===== config.mk =====
export PLATFORM = sky130hd
export DESIGN_NAME = swm2_min_tree
export DESIGN_NICKNAME = d
export VERILOG_FILES = /design/src/hdl/swm2_pkg.sv /design/src/hdl/swm2_min_tree.sv
export SDC_FILE = /design/constraint.sdc
export NUM_CORES = 1
export LEC_CHECK = 0
export BUFFER_PORTS_ARGS = -buffer_cell sky130_fd_sc_hd__buf_2
export CAP_MARGIN = 20
export CORE_MARGIN = 1.5
export CORE_UTILIZATION = 41
export DETAILED_ROUTE_END_ITERATION = 10
export PLACE_DENSITY = 0.79
export SYNTH_ARGS = -nofsm -noshare
export SYNTH_HDL_FRONTEND = slang
export SYNTH_SLANG_ARGS = --single-unit
export TNS_END_PERCENT = 20

===== constraint.sdc =====
create_clock -name vclk -period 3.4
set_clock_uncertainty 0.1 [all_clocks]
set_input_delay 0.51 -clock vclk [all_inputs]
set_output_delay 0.51 -clock vclk [all_outputs]
set_load 0.005 [all_outputs]

===== src/hdl/swm2_pkg.sv =====
// ----------------------------------------------------------------------------
// swm2_pkg
// Shared types, widths, register codes and size defaults for the
// two-dimensional sliding-window minimum filter.
// ----------------------------------------------------------------------------
package swm2_pkg;

    localparam int PIXEL_W          = 32;
    localparam int CFG_DATA_W       = 11;
    localparam int CFG_INDEX_W      = 2;
    localparam int WIN_REG_W        = 5;
    localparam int MAX_IMAGE_HEIGHT = 1024;
    localparam int ROW_W            = $clog2(MAX_IMAGE_HEIGHT);

    localparam int DEF_MAX_IMAGE_WIDTH   = 1024;
    localparam int DEF_MAX_WINDOW_HEIGHT = 16;
    localparam int DEF_MAX_WINDOW_WIDTH  = 16;

    typedef logic signed [PIXEL_W-1:0] pixel_t;

    typedef enum logic [CFG_INDEX_W-1:0] {
        CFG_IMAGE_WIDTH   = 2'd0,
        CFG_IMAGE_HEIGHT  = 2'd1,
        CFG_WINDOW_WIDTH  = 2'd2,
        CFG_WINDOW_HEIGHT = 2'd3
    } cfg_index_t;

    localparam logic [CFG_DATA_W-1:0] RST_IMAGE_WIDTH   = 11'd1024;
    localparam logic [CFG_DATA_W-1:0] RST_IMAGE_HEIGHT  = 11'd1024;
    localparam logic [WIN_REG_W-1:0]  RST_WINDOW_WIDTH  = 5'd3;
    localparam logic [WIN_REG_W-1:0]  RST_WINDOW_HEIGHT = 5'd3;

    // largest positive pixel: neutral element of the minimum
    localparam pixel_t PIXEL_MAX = {1'b0, {(PIXEL_W-1){1'b1}}};

endpackage


===== src/hdl/swm2_min_tree.sv =====
// ----------------------------------------------------------------------------
// swm2_min_tree
// Balanced tree of signed comparators; masked-off inputs drop out.
// ----------------------------------------------------------------------------
module swm2_min_tree
    import swm2_pkg::*;
#(
    parameter int N = 2
)(
    input  pixel_t         vals [N],
    input  logic [N-1:0]   use_mask,
    output pixel_t         min_val
);

    localparam int LEVELS = (N > 1) ? $clog2(N) : 1;
    localparam int P      = 1 << LEVELS;

    pixel_t work [P];

    always_comb
    begin
        for (int i = 0; i < P; i++)
        begin
            work[i] = PIXEL_MAX;
        end
        for (int i = 0; i < N; i++)
        begin
            if (use_mask[i])
            begin
                work[i] = vals[i];
            end
        end
        // fold pairs level by level, in place
        for (int l = 0; l < LEVELS; l++)
        begin
            for (int i = 0; i < (P >> (l + 1)); i++)
            begin
                work[i] = (work[2*i+1] < work[2*i]) ? work[2*i+1] : work[2*i];
            end
        end
        min_val = work[0];
    end

endmodule


Word-level counts from Yosys, hierarchy flattened:

Index checks and enable logic that the tools add are counted.

* register bits after elaboration: 0
* bits of input ports: 66
* word-level logic and storage cells: 4

* magnitude comparators: 1
* muxes and demuxes: 3

Operators by type and width (number)
* 32-bit 2-to-1 mux: 3
* 32-bit less-than comparator: 1

Depth between registers and ports, before layout:

Gate-level depths: netlist of run 1.

* depth after elaboration: 3
* mapped depth: 12

Worst setup path after synthesis of run 1:

Ideal clock, no wire load.

* path kind: input to output
* start point: input use_mask[1]
* end point: output min_val[10]
* arrival: 2.856 ns
* required time: 2.790 ns
* slack: -0.066 ns
* cell stages on the path: 12
* cell sequence: clkbuf_1 -> nor2b_1 -> inv_1 -> ha_1 -> a21oi_1 -> nor2_1 -> a2111oi_2 -> o41ai_1 -> a221oi_2 -> xnor2_2 -> buf_6 -> mux2i_1

* word-level cells in the longest chain between the ends: 3

RTL lines
* from (decl): RTL line swm2_min_tree.sv:11 `input logic [N-1:0] use_mask,`
* 32-bit 2-to-1 mux *: RTL line swm2_min_tree.sv:28 `if (use_mask[i])`
* 32-bit less-than comparator: RTL line swm2_min_tree.sv:38 `work[i] = (work[2*i+1] < work[2*i]) ? work[2*i+1] : work[2*i];`
* 32-bit 2-to-1 mux *: RTL line swm2_min_tree.sv:38
* to (decl): RTL line swm2_min_tree.sv:12 `output pixel_t min_val`

Mark *: on every way between the ends. The rest lies on a longest branch, timed or not.

Worst setup path after layout of run 1:

* start point: input use_mask[0]
* end point: output min_val[26]

Same word-level chain as after synthesis.

==> flow_summary_export.csv, run 1 <==
group,metric,value,unit
synth,synthTopCellsByArea,"ha_1, nor2b_1, mux2i_1",
sta,period_share,112,%
global_routing,grt_max_degree,17,
floorplan,fp.dieH,65.0,um
placed_design,numPortBuffers,98,
synth,synth_top_area_share,24.6,%
placed_design,dp_slack,-0.556,ns
worst_setup_path,critPathKind,"in -> out",
sta,rsz0062_at_grt,"true",
drt,wl,6810,um
min_path,hold_path.class,"in -> out",
pwr,leakagePower,1.51,nW
pwr,vdd_drop_max,0.000114,V
clock_network,cts_hold_buf,0,
cells_and_area,seq_cell_count,0,
drt,drc_errors,0,
sta,fin_crit,3.82,ns
worst_setup_path,crit_chain,"buf_16 > buf_4 > nor2b_1 > ha_1 > nand3_1 > a21oi_1 > a211oi_2 > o41ai_2 > a221oi_2 > buf_4 > xnor2_4 > buf_12 > mux2i_1 > buf_2",
worst_setup_path,required,2.79,ns
synth,synth-seq-area-share,0,%
global_routing,first_global_vias,2109,
placed_design,dp_hpwl,3500,um
global_routing,grt_pass1_wl,8760,um
drt,ant_nets,0,
sta,hold_slack,1.27,ns
run,max_cap_violations,0,
placed_design,place_congestion,0.761,
sta,fin_tns_setup,-10.96,ns
synth,synth_cell_types,24,
synth,synth_area_per_cell,7.27,um^2
cells_and_area,seqCellArea,0,um^2
synth,yosys_warnings,0,
floorplan,die_x,65.0,um
synth,yosysTopAreaCell,"ha_1",
sta,tightest_slew,0.433,ns
status,violations,"negative setup slack",
cells_and_area,num-nets-final,440,
sta,fmax,262,MHz
synth,synthesis.area,1580,um^2
cells_and_area,clkbuf_count,0,
cells_and_area,fillers,227,
synth,synth_nets,314,
worst_setup_path,cp-end-kind,"output pin",
global_routing,grt.overflow.total,0,
global_routing,antenna_found_initial,0,
sta,slew_headroom,70.8,%
drt,drt-initial-drc-count,83,
drt,wl_per_cell,17.5,um
worst_setup_path,cp_slowest_stage_delay,0.44,ns
cells_and_area,mostFrequentLayoutCells,"buf_2, mux2i_1, inv_1, nor2b_4, buf_4",
worst_setup_path,start_kind,"input port",
drt,num_vias,2106,
worst_setup_path,slowest_stage,"o41ai_2",
floorplan,fp.dieArea,4230,um^2
sta,hold_violations,0,
floorplan,fp-row-count,22,
cells_and_area,utilization,82.3,%
status,status,"finished with violations",
cells_and_area,area_growth,92.6,%
drt,drt_pass1_iterations,4,
synth,netlist_instances,217,
sta,setup_violations,32,
floorplan,core,3690,um^2
drt,vias_per_cell,5.41,
sta,slew_violations,0,
pwr,power_density,197,nW/um^2
worst_setup_path,cp_max_fo,15,
cells_and_area,final_common_cell,"buf_2",
sta,worst_slack,-0.420,ns
floorplan,initial_utilization,42.7,%
worst_setup_path,critPathMostFrequentCell,"buf_4",
global_routing,grt_usage,26.0,%
worst_setup_path,arrival,3.21,ns
floorplan,top_level_ports,98,
cells_and_area,diodes,0,
cells_and_area,drive_gt1_share,61.0,%
metrics by stage:
stage / instance area [um^2] / std cells / power [mW]
finish: 3040 / 389 / 0.597
global route: 3040 / 389 / 0.636
CTS: 2750 / 386 / 0.525
detailed placement: 2260 / 374 / 0.421
global placement: 2260 / 374 / 0.413
floorplan: 1590 / 217 / 0.256
final timing paths:
path         from     endpoint  slack [ns]  cells past startpoint
min      vals[32]   min_val[0]        1.27                      4
max   use_mask[0]  min_val[26]       -0.42                     14
cell type report:
type	instances	area [um^2]	area share, %
Timing Repair Buffer	133	935	30.8
Multi-Input combinational cell	177	1930	63.4
Tap cell	48	60.1	1.98
Inverter	31	116	3.83
worst max-delay path: cells and delay by family:
kind	cells	cell delay (ns)
XOR/XNOR	1	0.33
buffers and inverters	5	0.78
AO/OA/AOI/OAI	4	0.81
AND/OR/NAND/NOR	2	0.21
adder cells (fa/ha/maj)	1	0.30
multiplexers	1	0.25
layer usage:
layer  global-route usage [%]  wire [um]
met1                     26.4       2590
met2                     55.3       3550
met3                     2.95        495
met4                     4.95        182
met5                        0          0
power by group:
group	internal [mW]	leakage [nW]	total (mW)	switching, mW
Clock	0	0	0	0
Combinational	0.332	1.51	0.597	0.265
Sequential	0	0	0	0
Total	0.332	1.51	0.597	0.265
logic make-up after synthesis:
family,after synthesis,synth area share [%]
adder cells (fa/ha/maj),31,24.6
XOR/XNOR,1,1.03
AND/OR/NAND/NOR,90,33.5
multiplexers,31,19.7
buffers and inverters,40,11.0
AO/OA/AOI/OAI,24,10.2
what timing repair did:
action | CTS | global route
buffers inserted | 9 | 2
setup endpoints to repair | 32 | 32
resized for setup | 73 | 40
cloned | 4 | 2
pin swaps | 10 | 13
synthesized netlist by cell type:
master	number
a21oi_1	11
nand2b_1	2
a221oi_2	1
a311oi_1	1
mux2i_1	31
xnor2_2	1
nor2_1	3
a211oi_1	2
o211ai_1	1
and2b_1	1
buf_6	3
ha_1	31
nand4_1	8
clkbuf_1	6
a21oi_2	1
inv_1	31
nand2_1	9
o41ai_1	1
a2111oi_2	1
nor2b_1	61
a21o_1	1
nand3_1	5
nor4_1	1
o21ai_0	4
Note: power is estimated with default switching activity, not from simulation.
==> inputs of run 2 (changes only) <==
--- a/config.mk
+++ b/config.mk
@@ -5,12 +5,16 @@
 export SDC_FILE = /design/constraint.sdc
 export NUM_CORES = 1
 export LEC_CHECK = 0
+export ABC_CLOCK_PERIOD_IN_PS = 3400
 export BUFFER_PORTS_ARGS = -buffer_cell sky130_fd_sc_hd__buf_2
 export CAP_MARGIN = 20
+export CELL_PAD_IN_SITES_DETAIL_PLACEMENT = 0
+export CELL_PAD_IN_SITES_GLOBAL_PLACEMENT = 1
 export CORE_MARGIN = 1.5
-export CORE_UTILIZATION = 41
+export CORE_UTILIZATION = 27
 export DETAILED_ROUTE_END_ITERATION = 10
-export PLACE_DENSITY = 0.79
+export GPL_TIMING_DRIVEN = 0
+export PLACE_DENSITY = 0.78
 export SYNTH_ARGS = -nofsm -noshare
 export SYNTH_HDL_FRONTEND = slang
 export SYNTH_SLANG_ARGS = --single-unit
==> run 2 against run 1 <==
The run still ends with negative setup slack left. Worst setup slack got worse by 0.075 ns. Global-route usage fell by 11 points. Via count fell by 11%. Sequential share of layout area did not move. Wire length fell by 24%. Cell count rose by 5.7%. First-iteration DRC count fell by 49%. Sequential cell count did not move. Critical path type unchanged. Critical endpoint is now min_val[9].
==> flow_summary_export.csv, run 2 (synthesis gave the netlist of run 1 again) <==
group,metric,value,unit
cells_and_area,area_growth,76.6,%
sta,rsz0062_at_grt,"true",
cells_and_area,clkbuf_count,0,
sta,fin_crit,3.90,ns
cells_and_area,drive_gt1_share,51.3,%
global_routing,grt_max_degree,11,
placed_design,dp_slack,-0.875,ns
floorplan,top_level_ports,98,
status,status,"finished with violations",
floorplan,core,5570,um^2
floorplan,fp.dieH,79.4,um
drt,drt-initial-drc-count,42,
sta,hold_violations,0,
worst_setup_path,cp-end-kind,"output pin",
run,max_cap_violations,0,
sta,fin_tns_setup,-12.80,ns
global_routing,antenna_found_initial,0,
global_routing,grt.overflow.total,0,
min_path,hold_path.class,"in -> out",
sta,period_share,115,%
worst_setup_path,arrival,3.29,ns
cells_and_area,fillers,570,
worst_setup_path,critPathMostFrequentCell,"buf_12",
worst_setup_path,cp_slowest_stage_delay,0.42,ns
floorplan,fp.dieArea,6310,um^2
global_routing,grt_pass1_wl,7880,um
sta,slew_headroom,76.6,%
drt,drt_pass1_iterations,6,
global_routing,grt_usage,15.4,%
drt,drc_errors,0,
worst_setup_path,crit_chain,"buf_12 > buf_8 > nor2b_4 > ha_4 > a21oi_2 > a311oi_2 > a2111oi_2 > o41ai_2 > a221oi_2 > xnor2_2 > buf_6 > buf_12 > buf_12 > mux2i_1 > buf_2",
cells_and_area,diodes,0,
cells_and_area,seq_cell_count,0,
worst_setup_path,start_kind,"input port",
sta,slew_violations,0,
floorplan,initial_utilization,28.3,%
cells_and_area,final_common_cell,"buf_2",
sta,tightest_slew,0.348,ns
worst_setup_path,cp-endpoint,"min_val[9]",
sta,fmax,257,MHz
drt,wl,5170,um
cells_and_area,num-nets-final,438,
pwr,leakagePower,1.41,nW
worst_setup_path,slowest_stage,"a221oi_2",
worst_setup_path,critPathKind,"in -> out",
status,violations,"negative setup slack",
drt,wl_per_cell,12.6,um
floorplan,die_x,79.4,um
worst_setup_path,crit_path_start,"use_mask[0]",
placed_design,place_congestion,0.768,
worst_setup_path,required,2.79,ns
worst_setup_path,cp_max_fo,8,
cells_and_area,mostFrequentLayoutCells,"buf_2, nor2b_1, mux2i_1, inv_1, ha_1",
pwr,vdd_drop_max,0.000110,V
pwr,power_density,199,nW/um^2
floorplan,fp-row-count,27,
drt,num_vias,1879,
global_routing,first_global_vias,1764,
placed_design,numPortBuffers,98,
drt,ant_nets,0,
placed_design,dp_hpwl,3830,um
cells_and_area,seqCellArea,0,um^2
sta,worst_slack,-0.495,ns
drt,vias_per_cell,4.57,
sta,setup_violations,32,
clock_network,cts_hold_buf,0,
## run 2: cell types whose count changed in the layout (fill, tap and decap cells not counted), sizes merged
cell,delta
buf,-3
clkbuf,+1
## run 2: worst max-delay path: cells and delay by family
family / cells / cell delay [ns]
AO/OA/AOI/OAI: 5 / 1.28
XOR/XNOR: 1 / 0.18
adder cells (fa/ha/maj): 1 / 0.25
buffers and inverters: 6 / 0.74
multiplexers: 1 / 0.19
AND/OR/NAND/NOR: 1 / 0.13
## run 2: metal layers
layer | global-route usage (%) | vias up | wire (um)
met5 | 0 | - | 0
met4 | 0 | 0 | 21
met3 | 1.03 | 2 | 204
met2 | 29.2 | 50 | 2560
met1 | 20.1 | 842 | 2380
li1 | - | 985 | -
## run 2: final cells by class
| type | instances | area, um^2 | share of cell area [%] |
|---|---|---|---|
| Tap cell | 72 | 90.1 | 3.24 |
| Multi-Input combinational cell | 177 | 1690 | 60.8 |
| Buffer | 9 | 135 | 4.85 |
| Timing Repair Buffer | 122 | 751 | 27.0 |
| Inverter | 31 | 116 | 4.18 |
## run 2: timing repair
item                                    CTS  global route
pin swaps                                13            12
endpoints found under the setup margin   32            32
gates resized for setup                  75            20
buffers inserted                         14             5
cloned                                    5             0
## run 2: stage by stage
stage,util (%),hold slack (ns),cells,total power [mW],area [um^2]
after CTS,47.9,1.25,406,0.537,2670
after detailed placement,38.9,1.24,387,0.395,2170
after global placement,38.9,1.25,387,0.393,2170
final,49.9,1.24,411,0.553,2780
after floorplan,-,1.05,217,0.256,1590
after global routing,49.9,1.27,411,0.603,2780
## run 2: where the power goes
group	switching, mW	leakage, nW	internal (mW)
combinational	0.236	1.41	0.317
clock	0	0	0
sequential	0	0	0
## run 2: worst min-delay path by stage
stage                   from  slack (ns)          end  cells after the start
finish              vals[63]        1.24  min_val[31]                      4
CTS                 vals[63]        1.25  min_val[31]                      4
global placement    vals[63]        1.25  min_val[31]                      4
global route        vals[63]        1.27  min_val[31]                      4
detailed placement  vals[63]        1.24  min_val[31]                      4
floorplan           vals[63]        1.05  min_val[31]                      2
==> inputs of run 3 (changes only) <==
--- a/config.mk
+++ b/config.mk
@@ -13,7 +13,7 @@
 export CORE_MARGIN = 1.5
 export CORE_UTILIZATION = 27
 export DETAILED_ROUTE_END_ITERATION = 10
-export GPL_TIMING_DRIVEN = 0
+export GPL_ROUTABILITY_DRIVEN = 0
 export PLACE_DENSITY = 0.78
 export SYNTH_ARGS = -nofsm -noshare
 export SYNTH_HDL_FRONTEND = slang
==> run 3 against run 2 <==
The flow still finishes with violations (negative setup slack). Clock-buffer cell count is the same. Core utilization grew 1.9 points. Non-clock buffer count grew 1. Sequential cell count is the same. Fmax grew 4.4%. Worst hold slack gained 0.0027 ns. Critical path type unchanged. Highest routed layer is now met3.
==> flow_summary_export.csv, run 3 (synthesis gave the netlist of run 1 again) <==
group,metric,value,unit
worst_setup_path,cp_max_fo,10,
drt,num_vias,1903,
global_routing,grt_usage,14.8,%
pwr,leakagePower,1.45,nW
sta,worst_slack,-0.330,ns
cells_and_area,final_cells,412,
cells_and_area,seqCellArea,0,um^2
status,violations,"negative setup slack",
floorplan,initial_utilization,28.3,%
cells_and_area,clkbuf_count,0,
sta,hold_slack,1.25,ns
pwr,vdd_drop_max,0.000101,V
global_routing,antenna_found_initial,0,
pwr,power_density,183,nW/um^2
run,max_cap_violations,0,
worst_setup_path,required,2.79,ns
floorplan,top_level_ports,98,
status,status,"finished with violations",
placed_design,dp.cells,401,
floorplan,fp.dieH,79.4,um
placed_design,dpl-instance-area,2330,um^2
floorplan,fp-row-count,27,
min_path,whs_path_depth,4,
cells_and_area,multi_input_area,1780,um^2
sta,rsz0062_at_grt,"true",
cells_and_area,fillers,527,
global_routing,grt_max_degree,20,
placed_design,dp_slack,-0.530,ns
cells_and_area,final_common_cell,"buf_2",
cells_and_area,seq_cell_count,0,
worst_setup_path,start_kind,"input port",
sta,fin_crit,3.73,ns
placed_design,dp_hpwl,3860,um
floorplan,die_x,79.4,um
cells_and_area,drive_gt1_share,54.4,%
drt,drt-initial-drc-count,37,
sta,setup_violations,32,
drt,vias_per_cell,4.62,
sta,hold_violations,0,
worst_setup_path,cp-end-kind,"output pin",
sta,period_share,110,%
min_path,hold_path.class,"in -> out",
worst_setup_path,critPathKind,"in -> out",
drt,wl,5240,um
sta,tightest_slew,0.340,ns
cells_and_area,area_growth,83.2,%
sta,slew_headroom,77.3,%
global_routing,grt_pass1_wl,7840,um
global_routing,first_global_vias,1806,
min_path,hold_start,"vals[63]",
sta,fmax,268,MHz
placed_design,numPortBuffers,98,
drt,wl_per_cell,12.7,um
floorplan,core,5570,um^2
sta,slew_violations,0,
worst_setup_path,arrival,3.12,ns
global_routing,grt.overflow.total,0,
cells_and_area,final_cell_area,2890,um^2
clock_network,cts_hold_buf,0,
floorplan,fp.dieArea,6310,um^2
cells_and_area,diodes,0,
drt,drt_pass1_iterations,4,
cells_and_area,mostFrequentLayoutCells,"buf_2, inv_1, mux2i_1, nor2b_1, buf_4",
cells_and_area,num-nets-final,439,
min_path,hold_path_end,"min_val[31]",
drt,drc_errors,0,
drt,ant_nets,0,
## run 3: worst max-delay path by stage
stage / slack (ns) / cells past startpoint / to / start
after detailed placement: -0.53 / 14 / min_val[28] / use_mask[1]
after CTS: -0.30 / 14 / min_val[28] / use_mask[0]
after global routing: -0.45 / 13 / min_val[28] / use_mask[0]
after global placement: -0.50 / 14 / min_val[9] / use_mask[1]
after floorplan: 0.002 / 12 / min_val[10] / use_mask[1]
final: -0.33 / 13 / min_val[28] / use_mask[1]
## run 3: timing repair
action	4_1_cts	5_1_grt
resized for setup	35	51
setup endpoints to repair	32	32
pin swaps	8	17
gates cloned	2	2
buffers inserted	4	4
## run 3: metal layers
layer | track usage [%] | share of wire (%)
met1 | 18.7 | 46
met2 | 29.3 | 50
met3 | 0.343 | 3.9
met4 | 0.175 | 0
met5 | 0 | 0
## run 3: cell type report
class | count | area share, %
Inverter | 31 | 4.03
Multi-Input combinational cell | 177 | 61.7
Tap cell | 72 | 3.12
Timing Repair Buffer | 132 | 31.2
## run 3: critical path, cell delays in order
cell	delay, ns
buf_12	0.10
nor2b_4	0.14
inv_1	0.07
ha_4	0.25
a21oi_2	0.16
a311oi_2	0.14
a2111oi_4	0.39
o41ai_4	0.16
a221oi_4	0.41
xnor2_4	0.22
buf_8	0.19
mux2i_1	0.22
buf_2	0.14
## run 3: stage by stage
| step | TNS (ns) | utilization [%] | power (mW) |
|---|---|---|---|
| after floorplan | 0 | - | 0.256 |
| after detailed placement | -15.25 | 41.8 | 0.422 |
| after global routing | -12.83 | 51.8 | 0.577 |
| final | -8.80 | 51.8 | 0.529 |
| after CTS | -7.89 | 45.5 | 0.466 |
| after global placement | -13.86 | 41.8 | 0.419 |
## run 3: where the power goes
| part | switching (mW) | internal [mW] | total, mW |
|---|---|---|---|
| clock | 0 | 0 | 0 |
| combinational | 0.234 | 0.295 | 0.529 |
| sequential | 0 | 0 | 0 |
| total | 0.234 | 0.295 | 0.529 |
